### src/hw/rtl/btalloc_pkg.sv
// Types and codes shared by the buddy tree allocator modules.
package btalloc_pkg;

    localparam logic [1:0] ACT_ALLOC = 2'd0;
    localparam logic [1:0] ACT_FREE  = 2'd1;
    localparam logic [1:0] ACT_QUERY = 2'd2;

    localparam logic [1:0] STAT_OK    = 2'd0;
    localparam logic [1:0] STAT_NOFIT = 2'd1;
    localparam logic [1:0] STAT_BAD   = 2'd2;

    typedef struct packed {
        logic [1:0] action;
        logic [8:0] req_size;
        logic [7:0] unit_offset;
    } in_word_t;

    typedef struct packed {
        logic [1:0] status;
        logic [7:0] alloc_offset;
        logic [8:0] block_units;
    } out_word_t;

    typedef enum logic [1:0] {
        OP_GE,
        OP_MAX,
        OP_MERGE
    } node_op_t;

endpackage

### src/hw/rtl/btalloc_node_unit.sv
// Shared node unit: fit compare, max of two children, buddy merge.
module btalloc_node_unit import btalloc_pkg::*; #(
    parameter int W = 10
) (
    input  node_op_t       op,
    input  logic [W-1:0]   a,
    input  logic [W-1:0]   b,
    input  logic [W-1:0]   full,
    output logic [W-1:0]   y,
    output logic           flag
);

    logic [W:0]   sum;
    logic [W-1:0] mx;

    assign sum = {1'b0, a} + {1'b0, b};
    assign mx  = (a > b) ? a : b;

    always_comb
    begin
        case (op)
            OP_GE:
            begin
                y    = a;
                flag = (a >= b);
            end
            OP_MAX:
            begin
                y    = mx;
                flag = 1'b0;
            end
            OP_MERGE:
            begin
                flag = (sum == {1'b0, full});
                y    = flag ? full : mx;
            end
            default:
            begin
                y    = mx;
                flag = 1'b0;
            end
        endcase
    end

endmodule

### config.mk
export PLATFORM = sky130hd
export DESIGN_NAME = btalloc_node_unit
export DESIGN_NICKNAME = d
export VERILOG_FILES = /design/src/hw/rtl/btalloc_pkg.sv /design/src/hw/rtl/btalloc_node_unit.sv
export SDC_FILE = /design/constraint.sdc
export NUM_CORES = 1
export LEC_CHECK = 0
export BUFFER_PORTS_ARGS = -buffer_cell sky130_fd_sc_hd__buf_2
export CAP_MARGIN = 10
export CORE_ASPECT_RATIO = 1.2
export CORE_MARGIN = 2
export CORE_UTILIZATION = 45
export DETAILED_ROUTE_END_ITERATION = 16
export PLACE_DENSITY_LB_ADDON = 0.2
export SLEW_MARGIN = 0
export SYNTH_ARGS = -nofsm -noshare
export SYNTH_HDL_FRONTEND = slang
export SYNTH_SLANG_ARGS = --single-unit
### constraint.sdc
create_clock -name vclk -period 8.95
set_input_delay 1.3425 -clock vclk [all_inputs]
set_output_delay 1.3425 -clock vclk [all_outputs]
set_load 0.05 [all_outputs]
# Yosys cells after proc, flatten, opt, wreduce, memory -nomap -nowiden
# Cells that the tools add are included.
dict set report totals {
  ff_bits 0
  input_bits 32
  output_inout_bits 11
  word_cells 10
}
dict set report classes {
  n_addsub 1
  magnitude_cmp 2
  n_eq_ne 2
  mux 4
  reduce_logical 1
}
# op count
set ops {}
lappend ops {{$mux W10} 2}
lappend ops {{$pmux W10 S2} 1}
lappend ops {{$add A10 B10 Y11} 1}
lappend ops {{$eq A11 B10 Y1} 1}
lappend ops {{$ge A10 B10 Y1} 1}
lappend ops {{$gt A10 B10 Y1} 1}
lappend ops {{$eq A2 B2 Y1 const B} 1}
lappend ops {{$logic_not A2 Y1} 1}
lappend ops {{$pmux W1 S2} 1}

# Logic depth before layout (Yosys ltp)
dict set report depth {
  depth_word 4
  depth_mapped 12
  depth_no_buf 10
}

# Worst setup path before layout
# No wires, ideal clock.
dict set report synth_timing {
  path_kind {in2out}
  from {input port a[0]}
  to {output port y[2]}
  arrival_time_ns 4.119
  t_required_ns 7.607
  setup_slack_ns 3.489
  cell_stages 10
  path_buffers 1
  cell_sequence {ha_1 inv_1 fa_1 xnor2_1 a2111o_1 nor4_1 o2111ai_1 or2_0 buf_2 a31oi_1}
}
dict set report synth_via {
  elab_chain_len 4
}
# element line
set synth_lines {}
lappend synth_lines {{start: declaration} btalloc_node_unit.sv:6} ;# input logic [W-1:0] a,
lappend synth_lines {{$add A10 B10 Y11 / $gt A10 B10 Y1 (equally long branches)} {btalloc_node_unit.sv:16, btalloc_node_unit.sv:17}}
lappend synth_lines {{$eq A11 B10 Y1 / $mux W10 (equally long branches)} {btalloc_node_unit.sv:34, btalloc_node_unit.sv:17}}
lappend synth_lines {{$mux W10} btalloc_node_unit.sv:35} ;# y = flag ? full : mx;
lappend synth_lines {{$pmux W10 S2 *} btalloc_node_unit.sv:21} ;# case (op)
lappend synth_lines {{end: declaration} btalloc_node_unit.sv:9} ;# output logic [W-1:0] y,
# Mark *: on every way between the ends. The rest lies on a longest branch, timed or not.

# Worst setup path in the final report
dict set report layout_timing {
  from {input port b[0]}
  to {output port y[8]}
}
dict set report layout_via {
  elab_chain_len 4
}
# element line
set layout_lines {}
lappend layout_lines {{start: declaration} btalloc_node_unit.sv:7} ;# input logic [W-1:0] b,
lappend layout_lines {{$add A10 B10 Y11 / $gt A10 B10 Y1 (equally long branches)} {btalloc_node_unit.sv:16, btalloc_node_unit.sv:17}}
lappend layout_lines {{$eq A11 B10 Y1 / $mux W10 (equally long branches)} {btalloc_node_unit.sv:34, btalloc_node_unit.sv:17}}
lappend layout_lines {{$mux W10} btalloc_node_unit.sv:35}
lappend layout_lines {{$pmux W10 S2 *} btalloc_node_unit.sv:21}
# Marks and branches as above.

==> results.toml <==
[die]
die_width_um = 57.8
coreArea_um2 = 3340
fp-row-count = 23
floorplan.initialDensity_pct = 46.7
fp.dieArea_um2 = 3960
fp.dieH_um = 68.5
ios = 43

[clock_network]
post_cts_resized = 0
cts_setup_buffers = 0
cts-hold-fix-buffers = 0

[critical_path]
worstPathArrival_ns = 4.61
worst_setup_path_start_kind = "input port"
worstSetupEndpointType = "primary output"
worstSetupPathType = "in -> out"
crit_end = "y[8]"
crit_start = "b[0]"
crit_path_max_fanout = 11
required_ns = 7.61

[place]
placedCellCount = 279
hpwl_mm = 3.57
place_area_um2 = 1740
gp_congestion = 0.987
portBuffers = 43

[logic_synthesis]
yosysTopAreaCellShare_pct = 16.0
ys_warn_count = 0
synth_fa_ha_area_share_pct = 17.3
yosysTopAreaCell = "ha_1"
synth_fp_nets = 265
synth_top_family_by_area = "compound AO/OA/AOI/OAI gates"
syn_inst = 212
ys_seq_area_share_pct = 0
synthTopCellsByArea = "ha_1, xnor2_1, a21oi_1"
syn_avg_cell_area_um2 = 7.36
synthSimpleGateAreaFrac_pct = 29.0
synth.area.mux_share_pct = 0
synth_xor_xnor_area_share_pct = 8.42
yosysUniqueCellTypes = 65
synth_compound_area_share_pct = 35.4
syn-cell-area_um2 = 1560

[sta]
max_freq_ghz = 0.168
hold_viol_final = 0
finalSetupTns_ns = 0
final_max_slew_viol_count = 0
rsz0062_at_grt = "no"
worst_pin_slew_ns = 0.941
setup_viol_count_final = 0
min_period_over_period_pct = 66.6
relSlewSlack_pct = 37.2
final.min_clock_period_ns = 5.96

[finish]
syn_to_final_growth_pct = 11.8
final_util_pct = 52.2
layout-drive-gt1-share_pct = 26.4
finalNonFillerCells = 279
clock_buffers = 0
layout_commonest_cell = "buf_2"
layout_common_cells = "buf_2, ha_1, inv_1"
antenna_cells = 0
seq_cells = 0
final_nets = 297
postLayoutCellArea_um2 = 1740
seqCellArea_um2 = 0

[pwr]
power_mw = 0.143
vdd_ir_drop_max_mv = 0.0527
leakage_nw = 0.751
power.density_nw_per_um2 = 82.2

[routing]
first_pass_iters = 4
wl_per_cell_um = 15.2
routed-via-count = 1721
drt_iter0_drc = 32
routed_wl_mm = 4.25
ant_nets = 0
drcViolationCount = 0
routed_via_density = 6.17

[worst_hold_path]
min_path_type = "in -> out"

[global_routing]
grt_max_degree = 19
grt_overflow_total = 0
grt_usage_pct = 21.5
grt_pass1_vias = 1455
antenna_found_initial = 0
grt_first_pass_wirelength_mm = 6.78

[run_status]
status = "finished, final reports clean"

[job]
maxCapViolCount = 0
[area by class of cell]
type	instances	area, µm²
Tap cell	37	46.3
Inverter	20	75.1
Fill cell	336	1590
Multi-Input combinational cell	179	1410
Timing Repair Buffer	43	215
[stage by stage]
| step | setup slack, ns | hold WS [ns] |
|---|---|---|
| after floorplan | 3.49 | 2.79 |
| after global placement | 3.11 | 3.12 |
| after detailed placement | 3.06 | 3.12 |
| after CTS | 3.06 | 3.12 |
| after global routing | 2.78 | 3.15 |
| final | 2.99 | 3.13 |
[cell families after synthesis]
family / after synthesis
compound gates: 74
simple gates: 69
buf+inv: 33
fa+ha+maj: 21
xor+xnor: 15
[layer usage]
metal / part of all wire, % / global-route usage, % / vias to the layer above
li1: - / - / 860
met1: 44 / 28.7 / 807
met2: 51 / 39.3 / 48
met3: 4.0 / 0.187 / 6
met4: 1.3 / 3.78 / 0
met5: 0 / 0 / -
[cells in the mapped netlist (4+ instances only)]
cell type and number:
inv_1 19, xor2_1 5, ha_1 20, a31oi_1 9
nor3_1 6, o21ai_0 6, a21oi_1 17, clkbuf_1 4
nor2b_1 7, nor2_1 13, o32ai_1 7, xnor2_1 10
nor3_2 4, nand2b_1 4, buf_4 5
[how the worst min path moves through the flow]
| stage | startpoint | cells past startpoint | to |
|---|---|---|---|
| finish | op[0] | 3 | flag |
| global route | op[0] | 3 | flag |
| CTS | op[0] | 3 | flag |
| detailed placement | op[0] | 3 | flag |
| global placement | op[0] | 3 | flag |
| floorplan | op[0] | 1 | flag |
[critical path, cell delays in order]
cell and delay (ns):
buf_2 0.11, ha_1 0.17, inv_1 0.06, fa_1 0.43
xor2_1 0.18, xnor2_1 0.21, o21ai_0 0.15, nor4_1 0.39
o2111ai_1 0.54, or2_0 0.53, a31oi_1 0.23, buf_2 0.28
[report_power, final]
part | internal (mW) | switching (mW) | leakage (nW)
combinational | 0.0522 | 0.0912 | 0.751
sequential | 0 | 0 | 0
clock | 0 | 0 | 0
(Power assumes the default switching activity.)
